--- src/hdl/dhsp_pkg.sv ---
// shared types and constants of the header stream parser
package dhsp_pkg;

   localparam int PosWidth    = 28;
   localparam int QueueDepth  = 4;
   localparam int QueuePtrW   = $clog2(QueueDepth);

   localparam logic [1:0] KindText    = 2'd0;
   localparam logic [1:0] KindSummary = 2'd1;
   localparam logic [1:0] KindError   = 2'd2;

   localparam logic [2:0] ErrTrunc   = 3'd0;
   localparam logic [2:0] ErrShort   = 3'd1;
   localparam logic [2:0] ErrOverrun = 3'd2;
   localparam logic [2:0] ErrVariant = 3'd3;
   localparam logic [2:0] ErrCode    = 3'd4;

   localparam logic [3:0] FieldNone        = 4'd0;
   localparam logic [3:0] FieldPath        = 4'd1;
   localparam logic [3:0] FieldInterface   = 4'd2;
   localparam logic [3:0] FieldMember      = 4'd3;
   localparam logic [3:0] FieldErrorName   = 4'd4;
   localparam logic [3:0] FieldReplySerial = 4'd5;
   localparam logic [3:0] FieldDestination = 4'd6;
   localparam logic [3:0] FieldSender      = 4'd7;
   localparam logic [3:0] FieldSignature   = 4'd8;
   localparam logic [3:0] FieldUnixFds     = 4'd9;
   localparam logic [3:0] FieldLastKnown   = 4'd9;
   localparam logic [3:0] FieldUnknown     = 4'd15;

   typedef struct packed {
      logic [1:0]  result_kind;
      logic [3:0]  field_code;
      logic [7:0]  text_byte;
      logic [7:0]  endian_mark;
      logic [7:0]  message_type;
      logic [7:0]  header_flags;
      logic [7:0]  protocol_version;
      logic [31:0] body_length;
      logic [31:0] message_serial;
      logic [31:0] reply_to_serial;
      logic [31:0] fd_count;
      logic [2:0]  error_code;
   } result_type;

endpackage

--- src/hdl/dhsp_if.sv ---
// item channels of the header stream parser
interface dhsp_req_if;
   logic        valid;
   logic        ready;
   logic [7:0]  message_byte;
   logic        start_of_message;
   logic [27:0] message_length;
   modport source (output valid, message_byte, start_of_message, message_length, input ready);
   modport sink (input valid, message_byte, start_of_message, message_length, output ready);
endinterface

interface dhsp_rsp_if;
   logic        valid;
   logic        ready;
   logic [1:0]  result_kind;
   logic [3:0]  field_code;
   logic [7:0]  text_byte;
   logic [7:0]  endian_mark;
   logic [7:0]  message_type;
   logic [7:0]  header_flags;
   logic [7:0]  protocol_version;
   logic [31:0] body_length;
   logic [31:0] message_serial;
   logic [31:0] reply_to_serial;
   logic [31:0] fd_count;
   logic [2:0]  error_code;
   modport source (output valid, result_kind, field_code, text_byte, endian_mark,
                   message_type, header_flags, protocol_version, body_length,
                   message_serial, reply_to_serial, fd_count, error_code,
                   input ready);
   modport sink (input valid, result_kind, field_code, text_byte, endian_mark,
                 message_type, header_flags, protocol_version, body_length,
                 message_serial, reply_to_serial, fd_count, error_code,
                 output ready);
endinterface

--- src/hdl/dhsp_front.sv ---
// byte parser: fixed header capture, field array walk, result generation
module dhsp_front #(
   parameter logic [31:0] MAX_MESSAGE_BYTES = 32'd134217728
) (
   input  logic                 clock,
   input  logic                 reset,
   input  logic                 fire,
   input  logic [7:0]           message_byte,
   input  logic                 start_of_message,
   input  logic [27:0]          message_length,
   output logic                 push,
   output dhsp_pkg::result_type push_data
);

   typedef enum logic [3:0] {
      PH_IDLE, PH_FIXED, PH_CODE, PH_SIGLEN, PH_SIGBODY,
      PH_STRLEN, PH_TEXT, PH_SIGVLEN, PH_WORD
   } phase_type;

   phase_type        phase_ff, phase_in, ph;
   logic [27:0]      pos_ff, pos_in, pos_now, noff, len_cl;
   logic [15:0][7:0] hdr_ff, hdr_in;
   logic [31:0]      arr_ff, arr_in, arr_new, arr_src, body_new;
   logic [32:0]      region_ff, region_in, region_new, region_src;
   logic [3:0]       field_ff, field_in;
   logic [31:0]      left_ff, left_in;
   logic [31:0]      word_ff, word_in, wn;
   logic [31:0]      reply_ff, reply_in, fd_ff, fd_in;
   logic [28:0]      a29;
   logic             nf_done, nf_over, do_next, do_err, short_hit;
   logic [31:0]      nf_left;
   logic [2:0]       err_code, le;
   logic [1:0]       k, pad;
   logic [33:0]      region34, sum1, sumb, sump, sumw;

   always_comb begin
      len_cl  = ({4'b0, message_length} > MAX_MESSAGE_BYTES) ?
                MAX_MESSAGE_BYTES[27:0] : message_length;
      pos_now = start_of_message ? 28'd0 : pos_ff + 28'd1;
      noff    = (pos_now >= 28'd15) ? pos_now - 28'd15 : 28'd0;
      ph      = start_of_message ? PH_FIXED : phase_ff;
      body_new   = hdr_ff[7:4];
      arr_new    = {message_byte, hdr_ff[14], hdr_ff[13], hdr_ff[12]};
      short_hit  = ({2'b0, body_new} + {2'b0, arr_new} + 34'd16) > {6'b0, len_cl};
      region_new = 33'({5'b0, len_cl} - {1'b0, body_new} - 33'd16);
      arr_src    = (ph == PH_FIXED) ? arr_new : arr_ff;
      region_src = (ph == PH_FIXED) ? region_new : region_ff;
      region34   = {1'b0, region_src};
      a29     = ({1'b0, noff} + 29'd7) & ~29'd7;
      nf_done = {3'b0, a29} >= arr_src;
      nf_over = ({5'b0, a29} + 34'd1) > region34;
      nf_left = 32'(a29 - {1'b0, noff}) + 32'd1;
      pad     = 2'(2'd0 - noff[1:0]);
      sum1    = {6'b0, noff} + 34'd1;
      sumb    = {6'b0, noff} + {26'b0, message_byte} + 34'd1;
      sump    = {6'b0, noff} + {32'b0, pad} + 34'd4;
      le      = (left_ff == 32'd0) ? 3'd1 : left_ff[2:0];
      k       = 2'(3'd4 - le);
      wn      = word_ff | ({24'b0, message_byte} << {k, 3'b000});
      sumw    = {6'b0, noff} + {2'b0, wn} + 34'd1;
   end

   always_comb begin
      pos_in = pos_ff; phase_in = phase_ff; hdr_in = hdr_ff; arr_in = arr_ff;
      region_in = region_ff; field_in = field_ff; left_in = left_ff;
      word_in = word_ff; reply_in = reply_ff; fd_in = fd_ff;
      do_next = 1'b0; do_err = 1'b0; err_code = dhsp_pkg::ErrTrunc;
      push = 1'b0; push_data = '0;
      if (fire) begin
         pos_in = pos_now;
         if (start_of_message) begin
            phase_in = PH_FIXED; arr_in = '0; region_in = '0; field_in = '0;
            left_in = '0; word_in = '0; reply_in = '0; fd_in = '0;
         end
         if (start_of_message && len_cl < 28'd16) begin
            do_err = 1'b1;
            err_code = dhsp_pkg::ErrTrunc;
         end else begin
            unique case (ph)
               PH_FIXED: begin
                  hdr_in[pos_now[3:0]] = message_byte;
                  if (pos_now[3:0] == 4'hF) begin
                     if (short_hit) begin
                        do_err = 1'b1;
                        err_code = dhsp_pkg::ErrShort;
                     end else begin
                        region_in = region_new;
                        arr_in = arr_new;
                        do_next = 1'b1;
                     end
                  end
               end
               PH_CODE: begin
                  if (left_ff > 32'd1) begin
                     left_in = left_ff - 32'd1;
                  end else begin
                     left_in = '0;
                     field_in = (message_byte <= 8'(dhsp_pkg::FieldLastKnown)) ?
                                message_byte[3:0] : dhsp_pkg::FieldUnknown;
                     if (sum1 > region34) begin
                        do_err = 1'b1;
                        err_code = dhsp_pkg::ErrOverrun;
                     end else begin
                        phase_in = PH_SIGLEN;
                     end
                  end
               end
               PH_SIGLEN: begin
                  if (sumb > region34) begin
                     do_err = 1'b1;
                     err_code = dhsp_pkg::ErrOverrun;
                  end else if (message_byte != 8'd1) begin
                     do_err = 1'b1;
                     err_code = dhsp_pkg::ErrVariant;
                  end else begin
                     phase_in = PH_SIGBODY;
                     left_in = 32'd2;
                  end
               end
               PH_SIGBODY: begin
                  if (left_ff > 32'd1) begin
                     left_in = left_ff - 32'd1;
                  end else begin
                     left_in = '0;
                     unique case (field_ff) inside
                        dhsp_pkg::FieldPath, dhsp_pkg::FieldInterface,
                        dhsp_pkg::FieldMember, dhsp_pkg::FieldErrorName,
                        dhsp_pkg::FieldReplySerial, dhsp_pkg::FieldDestination,
                        dhsp_pkg::FieldSender, dhsp_pkg::FieldUnixFds: begin
                           if (sump > region34) begin
                              do_err = 1'b1;
                              err_code = dhsp_pkg::ErrOverrun;
                           end else begin
                              phase_in = (field_ff == dhsp_pkg::FieldReplySerial ||
                                          field_ff == dhsp_pkg::FieldUnixFds) ?
                                         PH_WORD : PH_STRLEN;
                              left_in = {30'b0, pad} + 32'd4;
                              word_in = '0;
                           end
                        end
                        dhsp_pkg::FieldSignature: begin
                           if (sum1 > region34) begin
                              do_err = 1'b1;
                              err_code = dhsp_pkg::ErrOverrun;
                           end else begin
                              phase_in = PH_SIGVLEN;
                           end
                        end
                        default: begin
                           do_err = 1'b1;
                           err_code = dhsp_pkg::ErrCode;
                        end
                     endcase
                  end
               end
               PH_STRLEN, PH_WORD: begin
                  if (left_ff > 32'd4) begin
                     left_in = left_ff - 32'd1;
                  end else begin
                     word_in = wn;
                     left_in = {29'b0, le} - 32'd1;
                     if (le == 3'd1) begin
                        if (ph == PH_WORD) begin
                           if (field_ff == dhsp_pkg::FieldReplySerial) begin
                              reply_in = wn;
                           end else begin
                              fd_in = wn;
                           end
                           do_next = 1'b1;
                        end else if (sumw > region34) begin
                           do_err = 1'b1;
                           err_code = dhsp_pkg::ErrOverrun;
                        end else begin
                           phase_in = PH_TEXT;
                           left_in = wn + 32'd1;
                        end
                     end
                  end
               end
               PH_SIGVLEN: begin
                  if (sumb > region34) begin
                     do_err = 1'b1;
                     err_code = dhsp_pkg::ErrOverrun;
                  end else begin
                     phase_in = PH_TEXT;
                     left_in = {24'b0, message_byte} + 32'd1;
                  end
               end
               PH_TEXT: begin
                  if (left_ff > 32'd1) begin
                     left_in = left_ff - 32'd1;
                     push = 1'b1;
                     push_data.result_kind = dhsp_pkg::KindText;
                     push_data.field_code = field_ff;
                     push_data.text_byte = message_byte;
                  end else begin
                     left_in = '0;
                     do_next = 1'b1;
                  end
               end
               default: ;
            endcase
         end
         if (do_next) begin
            if (nf_done) begin
               push = 1'b1;
               phase_in = PH_IDLE;
               push_data.result_kind = dhsp_pkg::KindSummary;
               push_data.endian_mark = hdr_in[0];
               push_data.message_type = hdr_in[1];
               push_data.header_flags = hdr_in[2];
               push_data.protocol_version = hdr_in[3];
               push_data.body_length = hdr_in[7:4];
               push_data.message_serial = hdr_in[11:8];
               push_data.reply_to_serial = reply_in;
               push_data.fd_count = fd_in;
            end else if (nf_over) begin
               do_err = 1'b1;
               err_code = dhsp_pkg::ErrOverrun;
            end else begin
               phase_in = PH_CODE;
               left_in = nf_left;
            end
         end
         if (do_err) begin
            push = 1'b1;
            phase_in = PH_IDLE;
            push_data.result_kind = dhsp_pkg::KindError;
            push_data.error_code = err_code;
         end
      end
   end

   always_ff @(posedge clock) begin
      if (reset) begin
         phase_ff <= PH_IDLE;
         pos_ff <= '0;
         arr_ff <= '0;
         region_ff <= '0;
         field_ff <= '0;
         left_ff <= '0;
         word_ff <= '0;
         reply_ff <= '0;
         fd_ff <= '0;
         hdr_ff <= '0;
      end else begin
         phase_ff <= phase_in;
         pos_ff <= pos_in;
         arr_ff <= arr_in;
         region_ff <= region_in;
         field_ff <= field_in;
         left_ff <= left_in;
         word_ff <= word_in;
         reply_ff <= reply_in;
         fd_ff <= fd_in;
         hdr_ff <= hdr_in;
      end
   end

   assert property (@(posedge clock) disable iff (reset)
      push |-> fire)
      else $error("result without accepted item");
   assert property (@(posedge clock) disable iff (reset)
      (push && push_data.result_kind != dhsp_pkg::KindText) |=> phase_ff == PH_IDLE)
      else $error("parse not ended after summary or error");
   assert property (@(posedge clock) disable iff (reset)
      (push && push_data.result_kind == dhsp_pkg::KindText) |->
      (phase_ff == PH_TEXT && !start_of_message))
      else $error("text item outside text phase");
   assert property (@(posedge clock) disable iff (reset)
      (fire && !start_of_message) |=> pos_ff == 28'($past(pos_ff) + 28'd1))
      else $error("byte position not advanced");

endmodule

--- src/hdl/dhsp_queue.sv ---
// short result queue between parser and output stage
module dhsp_queue (
   input  logic                 clock,
   input  logic                 reset,
   input  logic                 push,
   input  dhsp_pkg::result_type push_data,
   output logic                 full,
   input  logic                 pop,
   output logic                 avail,
   output dhsp_pkg::result_type pop_data
);

   dhsp_pkg::result_type             mem [dhsp_pkg::QueueDepth];
   logic [dhsp_pkg::QueuePtrW-1:0]   wr_ff, wr_in, rd_ff, rd_in;
   logic [dhsp_pkg::QueuePtrW:0]     count_ff, count_in;

   always_comb begin
      full  = count_ff == (dhsp_pkg::QueuePtrW + 1)'(dhsp_pkg::QueueDepth);
      avail = count_ff != '0;
      pop_data = mem[rd_ff];
      wr_in = push ? wr_ff + 1'b1 : wr_ff;
      rd_in = pop ? rd_ff + 1'b1 : rd_ff;
      count_in = count_ff + {{dhsp_pkg::QueuePtrW{1'b0}}, push}
                 - {{dhsp_pkg::QueuePtrW{1'b0}}, pop};
   end

   always_ff @(posedge clock) begin
      if (push) begin
         mem[wr_ff] <= push_data;
      end
   end

   always_ff @(posedge clock) begin
      if (reset) begin
         wr_ff <= '0;
         rd_ff <= '0;
         count_ff <= '0;
      end else begin
         wr_ff <= wr_in;
         rd_ff <= rd_in;
         count_ff <= count_in;
      end
   end

   assert property (@(posedge clock) disable iff (reset)
      !(push && full))
      else $error("push into full queue");
   assert property (@(posedge clock) disable iff (reset)
      pop |-> avail)
      else $error("pop from empty queue");
   assert property (@(posedge clock) disable iff (reset)
      count_ff <= (dhsp_pkg::QueuePtrW + 1)'(dhsp_pkg::QueueDepth))
      else $error("queue count out of range");

endmodule

--- src/hdl/dhsp_back.sv ---
// output stage: takes results from the queue into the result register
module dhsp_back (
   input  logic                 clock,
   input  logic                 reset,
   input  logic                 avail,
   input  dhsp_pkg::result_type pop_data,
   output logic                 pop,
   dhsp_rsp_if.source           rsp_chan
);

   logic                 valid_ff, valid_in;
   dhsp_pkg::result_type data_ff, data_in;

   always_comb begin
      pop = avail && (!valid_ff || rsp_chan.ready);
      valid_in = pop ? 1'b1 : (valid_ff && !rsp_chan.ready);
      data_in = pop ? pop_data : data_ff;
   end

   always_ff @(posedge clock) begin
      if (reset) begin
         valid_ff <= 1'b0;
      end else begin
         valid_ff <= valid_in;
      end
      data_ff <= data_in;
   end

   assign rsp_chan.valid            = valid_ff;
   assign rsp_chan.result_kind      = data_ff.result_kind;
   assign rsp_chan.field_code       = data_ff.field_code;
   assign rsp_chan.text_byte        = data_ff.text_byte;
   assign rsp_chan.endian_mark      = data_ff.endian_mark;
   assign rsp_chan.message_type     = data_ff.message_type;
   assign rsp_chan.header_flags     = data_ff.header_flags;
   assign rsp_chan.protocol_version = data_ff.protocol_version;
   assign rsp_chan.body_length      = data_ff.body_length;
   assign rsp_chan.message_serial   = data_ff.message_serial;
   assign rsp_chan.reply_to_serial  = data_ff.reply_to_serial;
   assign rsp_chan.fd_count         = data_ff.fd_count;
   assign rsp_chan.error_code       = data_ff.error_code;

endmodule

--- src/hdl/dbus_header_stream_parser.sv ---
// top level of the message header stream parser
// throughput: one byte item per cycle while the result side keeps up
// a result reaches rsp_chan through the queue and then the output register
// the parser decides on each accepted byte combinationally; a four-entry queue and the
// output register absorb result-side stalls before req_chan.ready drops
// reset: synchronous, active high; parser idle, queue and output empty
module dbus_header_stream_parser #(
   parameter logic [31:0] MAX_MESSAGE_BYTES = 32'd134217728
) (
   input  logic       clock,
   input  logic       reset,
   dhsp_req_if.sink   req_chan,
   dhsp_rsp_if.source rsp_chan
);

   logic                 fire, push, full, pop, avail;
   dhsp_pkg::result_type push_data, pop_data;

   assign req_chan.ready = !full;
   assign fire = req_chan.valid && !full;

   dhsp_front #(.MAX_MESSAGE_BYTES(MAX_MESSAGE_BYTES)) u_front (
      .clock(clock),
      .reset(reset),
      .fire(fire),
      .message_byte(req_chan.message_byte),
      .start_of_message(req_chan.start_of_message),
      .message_length(req_chan.message_length),
      .push(push),
      .push_data(push_data)
   );

   dhsp_queue u_queue (
      .clock(clock),
      .reset(reset),
      .push(push),
      .push_data(push_data),
      .full(full),
      .pop(pop),
      .avail(avail),
      .pop_data(pop_data)
   );

   dhsp_back u_back (
      .clock(clock),
      .reset(reset),
      .avail(avail),
      .pop_data(pop_data),
      .pop(pop),
      .rsp_chan(rsp_chan)
   );

endmodule
--- src/flat_wrapper.sv ---
// flat-port wrapper written by rule: the top's interface ports become plain ports
module dbus_header_stream_parser_flat 
#(
   parameter logic [31:0] MAX_MESSAGE_BYTES = 32'd134217728
)
  (clock, reset, req_chan_valid, req_chan_message_byte, req_chan_start_of_message, req_chan_message_length, req_chan_ready, rsp_chan_valid, rsp_chan_result_kind, rsp_chan_field_code, rsp_chan_text_byte, rsp_chan_endian_mark, rsp_chan_message_type, rsp_chan_header_flags, rsp_chan_protocol_version, rsp_chan_body_length, rsp_chan_message_serial, rsp_chan_reply_to_serial, rsp_chan_fd_count, rsp_chan_error_code, rsp_chan_ready);
  dhsp_req_if req_chan_i ();
  dhsp_rsp_if rsp_chan_i ();
  input  logic clock;
  input  logic reset;
  input wire logic [$bits(req_chan_i.valid)-1:0] req_chan_valid;
  input wire logic [$bits(req_chan_i.message_byte)-1:0] req_chan_message_byte;
  input wire logic [$bits(req_chan_i.start_of_message)-1:0] req_chan_start_of_message;
  input wire logic [$bits(req_chan_i.message_length)-1:0] req_chan_message_length;
  output wire logic [$bits(req_chan_i.ready)-1:0] req_chan_ready;
  output wire logic [$bits(rsp_chan_i.valid)-1:0] rsp_chan_valid;
  output wire logic [$bits(rsp_chan_i.result_kind)-1:0] rsp_chan_result_kind;
  output wire logic [$bits(rsp_chan_i.field_code)-1:0] rsp_chan_field_code;
  output wire logic [$bits(rsp_chan_i.text_byte)-1:0] rsp_chan_text_byte;
  output wire logic [$bits(rsp_chan_i.endian_mark)-1:0] rsp_chan_endian_mark;
  output wire logic [$bits(rsp_chan_i.message_type)-1:0] rsp_chan_message_type;
  output wire logic [$bits(rsp_chan_i.header_flags)-1:0] rsp_chan_header_flags;
  output wire logic [$bits(rsp_chan_i.protocol_version)-1:0] rsp_chan_protocol_version;
  output wire logic [$bits(rsp_chan_i.body_length)-1:0] rsp_chan_body_length;
  output wire logic [$bits(rsp_chan_i.message_serial)-1:0] rsp_chan_message_serial;
  output wire logic [$bits(rsp_chan_i.reply_to_serial)-1:0] rsp_chan_reply_to_serial;
  output wire logic [$bits(rsp_chan_i.fd_count)-1:0] rsp_chan_fd_count;
  output wire logic [$bits(rsp_chan_i.error_code)-1:0] rsp_chan_error_code;
  input wire logic [$bits(rsp_chan_i.ready)-1:0] rsp_chan_ready;
  assign req_chan_i.valid = req_chan_valid;
  assign req_chan_i.message_byte = req_chan_message_byte;
  assign req_chan_i.start_of_message = req_chan_start_of_message;
  assign req_chan_i.message_length = req_chan_message_length;
  assign req_chan_ready = req_chan_i.ready;
  assign rsp_chan_valid = rsp_chan_i.valid;
  assign rsp_chan_result_kind = rsp_chan_i.result_kind;
  assign rsp_chan_field_code = rsp_chan_i.field_code;
  assign rsp_chan_text_byte = rsp_chan_i.text_byte;
  assign rsp_chan_endian_mark = rsp_chan_i.endian_mark;
  assign rsp_chan_message_type = rsp_chan_i.message_type;
  assign rsp_chan_header_flags = rsp_chan_i.header_flags;
  assign rsp_chan_protocol_version = rsp_chan_i.protocol_version;
  assign rsp_chan_body_length = rsp_chan_i.body_length;
  assign rsp_chan_message_serial = rsp_chan_i.message_serial;
  assign rsp_chan_reply_to_serial = rsp_chan_i.reply_to_serial;
  assign rsp_chan_fd_count = rsp_chan_i.fd_count;
  assign rsp_chan_error_code = rsp_chan_i.error_code;
  assign rsp_chan_i.ready = rsp_chan_ready;
  dbus_header_stream_parser #(.MAX_MESSAGE_BYTES(MAX_MESSAGE_BYTES)) u_core (.clock(clock), .reset(reset), .req_chan(req_chan_i), .rsp_chan(rsp_chan_i));
endmodule
--- config.mk ---
export PLATFORM = sky130hd
export DESIGN_NAME = dbus_header_stream_parser_flat
export DESIGN_NICKNAME = d
export VERILOG_FILES = /design/src/hdl/dhsp_pkg.sv /design/src/hdl/dhsp_if.sv /design/src/hdl/dhsp_front.sv /design/src/hdl/dhsp_queue.sv /design/src/hdl/dhsp_back.sv /design/src/hdl/dbus_header_stream_parser.sv /design/src/flat_wrapper.sv
export SDC_FILE = /design/constraint.sdc
export NUM_CORES = 2
export LEC_CHECK = 0
export BUFFER_PORTS_ARGS = -buffer_cell sky130_fd_sc_hd__buf_2
export CAP_MARGIN = 20
export CELL_PAD_IN_SITES_DETAIL_PLACEMENT = 0
export CELL_PAD_IN_SITES_GLOBAL_PLACEMENT = 1
export CORE_ASPECT_RATIO = 0.75
export CORE_MARGIN = 5
export CORE_UTILIZATION = 55
export DETAILED_ROUTE_END_ITERATION = 16
export PLACE_DENSITY = 0.95
export RECOVER_POWER = 100
export SLEW_MARGIN = 30
export SYNTH_ARGS = -nofsm -noshare
export SYNTH_HDL_FRONTEND = slang
export SYNTH_SLANG_ARGS = --single-unit
--- constraint.sdc ---
create_clock -name clock -period 32.1 [get_ports clock]
set_input_delay 3.21 -clock clock [delete_from_list [all_inputs] [get_ports clock]]
set_output_delay 3.21 -clock clock [all_outputs]
set_load 0.02 [all_outputs]
Word level (Yosys, flattened, before mapping)
Memories as Yosys holds them, arrays and structs flattened. A register that Yosys moved wholly into a read port is not among the register bits.
Cells that the tools add are included.
Widths: inputs -> output; s select.
{"block": "totals", "ff_bits": 365, "ramBits": 708, "in_bits": 41, "out_inout_bits": 179, "elab_cells": 266, "mem_count": 1}
{"memory": "u_core.u_queue.mem", "depth": 4, "width": 177, "rd": 1, "rd_ports_with_merged_regs": 1, "write_ports": 1, "line_no": "dhsp_queue.sv:13", "rtl": "dhsp_pkg::result_type mem [dhsp_pkg::QueueDepth];"}
{"block": "classes", "n_addsub": 28, "magnitude_cmp": 15, "eq_ne": 21, "n_shift": 1, "n_mux": 153, "bitwise_logic": 2, "n_reduce_logical": 16}
{"op": "$mux 32", "count": 40}
{"op": "$mux 160", "count": 2}
{"op": "$mux 33", "count": 6}
{"op": "$mux 96", "count": 2}
{"op": "$mux 177", "count": 1}
{"op": "$pmux 32 s5", "count": 1}
{"op": "$bwmux 128", "count": 1}
{"op": "$mux 4", "count": 26}
{"op": "$gt 30x33->1", "count": 3}
{"op": "$mux 28", "count": 3}
{"op": "$pmux 32 s2", "count": 1}
{"op": "$add 29x1->30 const B", "count": 2}
{"op": "$mux 1", "count": 38}
{"op": "$add 33x1->34 const B", "count": 1}
{"op": "$add 33x5->34 const B", "count": 1}
{"op": "$gt 34x28->1", "count": 1}
{"op": "$gt 34x33->1", "count": 1}
{"op": "$add 28x32->33", "count": 1}
{"op": "$add 32x32->33", "count": 1}
{"op": "$gt 29x33->1", "count": 1}
{"op": "$sub 28x32->33", "count": 1}
{"op": "$sub 33x5->33 const B", "count": 1}
{"op": "$add 32x1->32 const B", "count": 1}
{"op": "$demux 8 s4", "count": 1}
{"op": "other kinds (56)", "count": 99}

Longest topological paths before layout
{"block": "logic_depth", "word_depth": 22, "depth_mapped": 53, "depth_no_buf": 49}

Modules after synthesis
Synthesis repeated with hierarchy kept, for this count alone.
{"block": "hier_totals", "cells_unflattened": 6108, "area_unflattened_um2": 67546.0}
{"mod": "dhsp_front", "n_inst": 1, "cells_per_inst": 4957, "area_per_inst_um2": 36184.7, "seq_area_each_um2": 6986.7}
{"mod": "dhsp_queue", "n_inst": 1, "cells_per_inst": 967, "area_per_inst_um2": 25981.2, "seq_area_each_um2": 21440.6}
{"mod": "dhsp_back", "n_inst": 1, "cells_per_inst": 182, "area_per_inst_um2": 5370.2, "seq_area_each_um2": 5335.1}
{"mod": "dbus_header_stream_parser", "n_inst": 1, "cells_per_inst": 2, "area_per_inst_um2": 10.0, "seq_area_each_um2": 0.0}

Worst setup path after synthesis
OpenSTA, ideal clock, no wires.
{"block": "synth_path", "kind": "input port to flip-flop", "start": "input port req_chan_start_of_message", "end": "memory u_core.u_queue.mem[0][0] (netlist bit) (enable)", "setup_ns": 0.559, "arrival_time_ns": 15.739, "required_time_ns": 31.541, "setup_slack_ns": 15.803, "path_stages": 39, "path_buffers": 7, "cell_sequence": "clkbuf_1 > buf_2 > clkbuf_1 > or2_2 > clkbuf_1 > inv_1 > ha_1 > a31oi_1 > nand3_1 > nor4_4 > buf_2 > nand2_1 > clkbuf_1 > nand2_1 > inv_1 > ha_1 > nor2b_1 > o21ai_0 > [... 3 more ...] > nand4_1 > a41oi_1 > o2111ai_1 > a31oi_1 > a2111oi_0 > nor2_1 > a21oi_1 > xnor2_1 > ha_1 > nand4_1 > or4_1 > o211a_1 > or2_2 > clkbuf_1 > o21ai_0 > a211o_1 > o31a_1 > and2_1"}
{"block": "synth_via", "elab_chain_len": 20, "word_cells_on_any_way": 67, "classes_between": "add/sub (11); order compare (7); eq/ne (9); mux (38); reduce/logical (2)"}
{"element": "start, declared", "line_no": "flat_wrapper.sv:13", "rtl": "input wire logic [$bits(req_chan_i.start_of_message)-1:0] req_chan_start_of_message;"}
{"element": "$mux 28 *", "line_no": "dhsp_front.sv:39", "rtl": "pos_now = start_of_message ? 28'd0 : pos_ff + 28'd1;"}
{"element": "named net u_core.u_front.pos_now[0]", "line_no": "dhsp_front.sv:21", "rtl": "logic [27:0] pos_ff, pos_in, pos_now, noff, len_cl;"}
{"element": "$sub 28x4->28 or $ge 28x4->1 (tied branches)", "line_no": "dhsp_front.sv:40", "rtl": "noff = (pos_now >= 28'd15) ? pos_now - 28'd15 : 28'd0;"}
{"element": "$mux 28", "line_no": "dhsp_front.sv:40"}
{"element": "$sub 1x2->2 or $add 28x32->33 (tied branches)", "line_no": "dhsp_front.sv:53, dhsp_front.sv:60"}
{"element": "$add 28x2->29 or $add 33x1->34 (tied branches)", "line_no": "dhsp_front.sv:56, dhsp_front.sv:60"}
{"element": "$add 29x3->30 or $gt 34x33->1 (tied branches)", "line_no": "dhsp_front.sv:56, dhsp_front.sv:170"}
{"element": "$gt 30x33->1 or $mux 1 (tied branches)", "line_no": "dhsp_front.sv:130, dhsp_front.sv:170"}
{"element": "[... 5 more ...]"}
{"element": "$mux 1", "line_no": "dhsp_front.sv:217", "rtl": "end else if (nf_over) begin"}
{"element": "$mux 1", "line_no": "dhsp_front.sv:205", "rtl": "if (nf_done) begin"}
{"element": "$mux 1", "line_no": "dhsp_front.sv:204", "rtl": "if (do_next) begin"}
{"element": "$mux 1", "line_no": "dhsp_front.sv:69", "rtl": "if (fire) begin"}
{"element": "$mux 1 *", "line_no": "dhsp_front.sv:225", "rtl": "if (do_err) begin"}
{"element": "$mux 1 *", "line_no": "dhsp_front.sv:69"}
{"element": "$mux 1 *", "line_no": "dhsp_queue.sv:28", "rtl": "if (push) begin"}
{"element": "$mux 1 (implied by the code) *", "line_no": "dhsp_queue.sv:29", "rtl": "mem[wr_ff] <= push_data;"}
{"element": "end, declared", "line_no": "dhsp_queue.sv:13"}
The timed path passes the listed nets; every way through them passes the cells marked *. The select of a mux whose other input is x is not followed.

Final worst setup path
{"block": "layout_path", "start": "input port req_chan_start_of_message", "end": "memory u_core.u_queue.mem[0][11] (netlist bit) (enable)"}
{"block": "layout_via", "elab_chain_len": 20, "word_cells_on_any_way": 67, "classes_between": "add/sub (11); order compare (7); eq/ne (9); mux (38); reduce/logical (2)"}
{"element": "$mux 28", "line_no": "dhsp_front.sv:39"}
{"element": "$sub 28x4->28 or $ge 28x4->1 (tied branches)", "line_no": "dhsp_front.sv:40"}
{"element": "$mux 28", "line_no": "dhsp_front.sv:40"}
{"element": "$sub 1x2->2 or $add 28x32->33 (tied branches)", "line_no": "dhsp_front.sv:53, dhsp_front.sv:60"}
{"element": "$add 28x2->29 or $add 33x1->34 (tied branches)", "line_no": "dhsp_front.sv:56, dhsp_front.sv:60"}
{"element": "$add 29x3->30 or $gt 34x33->1 (tied branches)", "line_no": "dhsp_front.sv:56, dhsp_front.sv:170"}
{"element": "$gt 30x33->1 or $mux 1 (tied branches)", "line_no": "dhsp_front.sv:130, dhsp_front.sv:170"}
{"element": "$mux 1 (on tied branches)", "line_no": "dhsp_front.sv:130, dhsp_front.sv:163"}
{"element": "[... 4 more ...]"}
{"element": "$mux 1", "line_no": "dhsp_front.sv:217"}
{"element": "$mux 1", "line_no": "dhsp_front.sv:205"}
{"element": "$mux 1", "line_no": "dhsp_front.sv:204"}
{"element": "$mux 1", "line_no": "dhsp_front.sv:69"}
{"element": "$mux 1 *", "line_no": "dhsp_front.sv:225"}
{"element": "$mux 1 *", "line_no": "dhsp_front.sv:69"}
{"element": "$mux 1 *", "line_no": "dhsp_queue.sv:28"}
{"element": "$mux 1 (implied by the code) *", "line_no": "dhsp_queue.sv:29"}
Mark *: on every way between the ends. The rest lies on a longest branch, timed or not. The select of a mux whose other input is x is not followed.

==> results.txt <==
- In this run the static leakage power is about 26 nW.
- The path class of the tightest hold or removal check is reg -> reg.
- Max FFs per register: about 700
* Dominant synthesized flop cell: sky130_fd_sc_hd__edfxtp_1
- In the final design database the tool counted about 6800 nets.
- Number of standard cells in the layout, taps in and fillers out: a little over 8000
- Counting flops with a built-in enable in the synthesized netlist gives just under 900.
- Data arrival time of the critical path: about 23000 ps
- Total placed cells including tap cells: 7834
* Sequential standard cell area: between 0.03 and 0.04 sq mm
- The count of buffers added on input and output ports is approximately 220.
* TritonCTS clock tree: yes
* CTS Root Cell: sky130_fd_sc_hd__clkbuf_16
- Global-route wire length before repair: between 300000 and 400000 um
- Final Slew Violations: between 1000 and 1500
- Largest driver fanout on the critical path: 50
* Layout fillers: just under 10000
- Dividing the detail-routed wire length by the instance count gives around 28 um.
* Top Ports: between 200 and 250
- Setup repair after global routing missed its margin: false
- Using the TritonRoute via totals, the vias-per-cell ratio works out to approximately 6.6.
* Fraction of final layout cells sized beyond drive strength 1: 9.821%
- Final clock skew: ~90 ps
- In this run, post-CTS repair resized a total of 0 instances.
- Status: complete, but fails checks
- Rows: approximately 110
* GRT Overall Usage: roughly 34%
- Core Area: roughly 0.12 sq mm
* Period Utilization, post-route: between 70% and 80%
* Half-perimeter wire length after placement: 156500 um
- Signed area change from the synthesized netlist to the final layout: 9.651%
* DRC violation count after routing: 0
- For this run, the share of the core covered by cells in the final layout is between 60% and 70%.
- Crit-path most repeated cell: sky130_fd_sc_hd__clkbuf_1
* Via count of the first global-routing pass: 50030
- The worst setup path is launched from a primary input.
- In this run, post-CTS hold repair placed 0 buffers.
- On the critical path, the stage with the largest delay is an instance of sky130_fd_sc_hd__clkbuf_1.
- Clock tree synthesis inserted a total of roughly 110 buffers.
- For this run, the top clock speed supported by timing is about 44 MHz.
* Chip width: roughly 410 um
- Routability-driven placement finished with a final weighted congestion of 1.041.
- ANT nets after route: 0
* Endpoint required time on the critical path: about 32000 ps
* Number of failing setup endpoints in the final timing report: 0
* Max H-tree Level: 3
* Post-Place Worst Slack: around 16000 ps
- For this block, the initial DRC count from the detailed router was approximately 7400.
* Reg clk slew, reported paths: around 70 ps
- Synthesis inferred 1242 register bits.
* Total number of vias: around 53000
* Crit Path Category: in -> reg
* Hold Vio Cnt, Final: 0
- Post-CTS timing repair inserted 0 buffers for setup.
- Count of warnings emitted by yosys: 0
- Peak VDD IR: approximately 90 uV
- Clock sinks: roughly 1200
* Die Y: between 300 and 400 um
* Largest net degree at the start of global routing: approximately 180
- DR pass1 iterations: 6
- In this run the biggest area consumer among cell types represents roughly 39% of the synthesized area.
- In this design, the stage delay of the slowest critical-path cell is 2430 ps.
* Dominant cells by area after synthesis: sky130_fd_sc_hd__edfxtp_1 (39%), sky130_fd_sc_hd__dfxtp_1 (11%), sky130_fd_sc_hd__ha_1 (7.5%)
- The final reports fail on capacitance limit, slew limit.
* Number of cells produced by synthesis: 6200
* Mean instance size in the synthesized netlist: 10.85 sq um
- Buffer depth of the longest clock path: 3
- The worst path meets setup with 9212 ps of slack.
- For the final routed database, the setup TNS stands at 0 ps.
* Number of distinct library cells after synthesis: between 100 and 150
* Post-synth design cell area: ~0.067 sq mm
- Multi-input gate area in the final layout: 0.03164 sq mm
- Clk_lat worst skew: just under 800 ps
- Dividing total power by cell area gives a power density of between 50 and 60 mW/mm^2.
- FFs w/ async S/R, synth: 0%
- Total overflow reported by the global router: 0
* Worst-case headroom to the max-slew limit: -499.7%
- The worst setup path is captured at a flop.
* DRT Wirelength: roughly 220000 um
* Number of antenna violations at the first check in global routing: 12
- Regs by FF count: u_core.u_queue.mem x708, u_core.u_front.hdr_ff x64, u_core.u_front.region_ff x33
* Library cell with the largest summed area after synthesis: sky130_fd_sc_hd__edfxtp_1
- Once the floorplan was initialized, standard cells occupied 55.25% of the core.
- The floorplan step defined a die boundary enclosing 0.1295 sq mm.
* Register with the most flip-flops: u_core.u_queue.mem
- Final-layout worst hold slack: approximately 460 ps
- Sequential area share after synthesis: ~50%
- Worst Tran Pin Value: about 9000 ps
- Clock period minus worst slack: around 23000 ps
- Count of maximum capacitance violations: 20
layout make-up:
cell class	instances	area share, %
timing repair buffer	343	2.440
sequential	1242	45.70
inverter	206	1.048
antenna	4	0.01356
clock buffer	151	4.217
tap	1638	2.777
multi-input combinational	4407	42.88
clock inverter	66	0.9258
synth_stat cells (129+ instances only):
library cell                 n
sky130_fd_sc_hd__a21oi_1   514
sky130_fd_sc_hd__ha_1      405
sky130_fd_sc_hd__nand3_1   202
sky130_fd_sc_hd__nand2_1   654
sky130_fd_sc_hd__a22oi_1   172
sky130_fd_sc_hd__nor2_1    555
sky130_fd_sc_hd__inv_1     195
sky130_fd_sc_hd__clkbuf_1  280
sky130_fd_sc_hd__edfxtp_1  885
sky130_fd_sc_hd__xnor2_1   252
sky130_fd_sc_hd__mux4_2    177
sky130_fd_sc_hd__dfxtp_1   357
sky130_fd_sc_hd__o21ai_0   182
sky130_fd_sc_hd__a21o_1    129
cell families (layout without fill, tap and decap cells):
kind of cell | Yosys count | in the layout | synth area share, %
other cells | 1 | 6 | 0.005572
xor+xnor | 325 | 325 | 4.250
buf+inv | 552 | 766 | 3.149
flops | 1242 | 1242 | 50.11
compound gates | 1349 | 1349 | 12.82
simple gates | 2013 | 2013 | 14.07
fa+ha+maj | 413 | 413 | 7.723
mux | 305 | 305 | 7.872
per-stage QoR:
step	area, sq um	power (W)
after floorplan	67300	0.002334
after global placement	70220	0.002529
after detailed placement	70260	0.002542
after CTS	74060	0.003898
after global routing	73790	0.004064
final	73790	0.003924
power breakdown:
part	switching [W]	leakage, nW	internal [W]	total, W
Combinational	0.000497	13.6	0.000224	0.000722
Sequential	0.0000366	10.5	0.00179	0.00183
Clock	0.000638	1.81	0.000734	0.00137
Total	0.00117	25.9	0.00275	0.00392
per-layer routing:
layer | routed length (um) | vias up | global-route usage [%]
li1 | - | 23270 | -
met1 | 92520 | 25860 | 49.21
met2 | 98560 | 3334 | 50.54
met3 | 23730 | 541 | 6.646
met4 | 8192 | 12 | 11.37
met5 | 78 | - | 0
critical path: cells and delay by family:
family	cells	cell delay [ps]
xor+xnor	1	160
buf+inv	8	7970
compound gates	18	4510
fa+ha+maj	3	1060
simple gates	11	6100
path summary, 6_finish.rpt:
path / cells past startpoint / slack (ps) / startpoint / end
worst max-delay path: 41 / 9210 / req_chan_start_of_message / u_core.u_queue.mem[0][11]
worst min-delay path: 2 / 460 / u_core.u_front.hdr_ff[93] / u_core.u_front.hdr_ff[93]
worst max register to register: 41 / 12800 / u_core.u_front.pos_ff[0] / u_core.u_queue.mem[0][11]
worst min register to register: 2 / 460 / u_core.u_front.hdr_ff[93] / u_core.u_front.hdr_ff[93]
placed cells by master (no fill, tap or decap), drive strengths merged, types with 15 or more instances in the layout:
cell type	count
a211o	15
a211oi	30
a21o	129
a21oi	516
a22oi	173
a31o	17
a31oi	18
and2	46
and3	31
and4	16
buf	144
clkbuf	350
clkinv	49
dfxtp	357
edfxtp	885
ha	405
inv	205
mux2	18
mux2i	110
mux4	177
nand2	654
nand2b	45
nand3	205
nand4	75
nor2	556
nor2b	49
nor3	113
nor3b	39
nor4	56
o211ai	36
o21a	37
o21ai	194
o21bai	15
o31ai	26
or2	28
or3	33
or4	29
xnor2	252
xor2	72
Note: power is estimated with default switching activity, not from simulation.
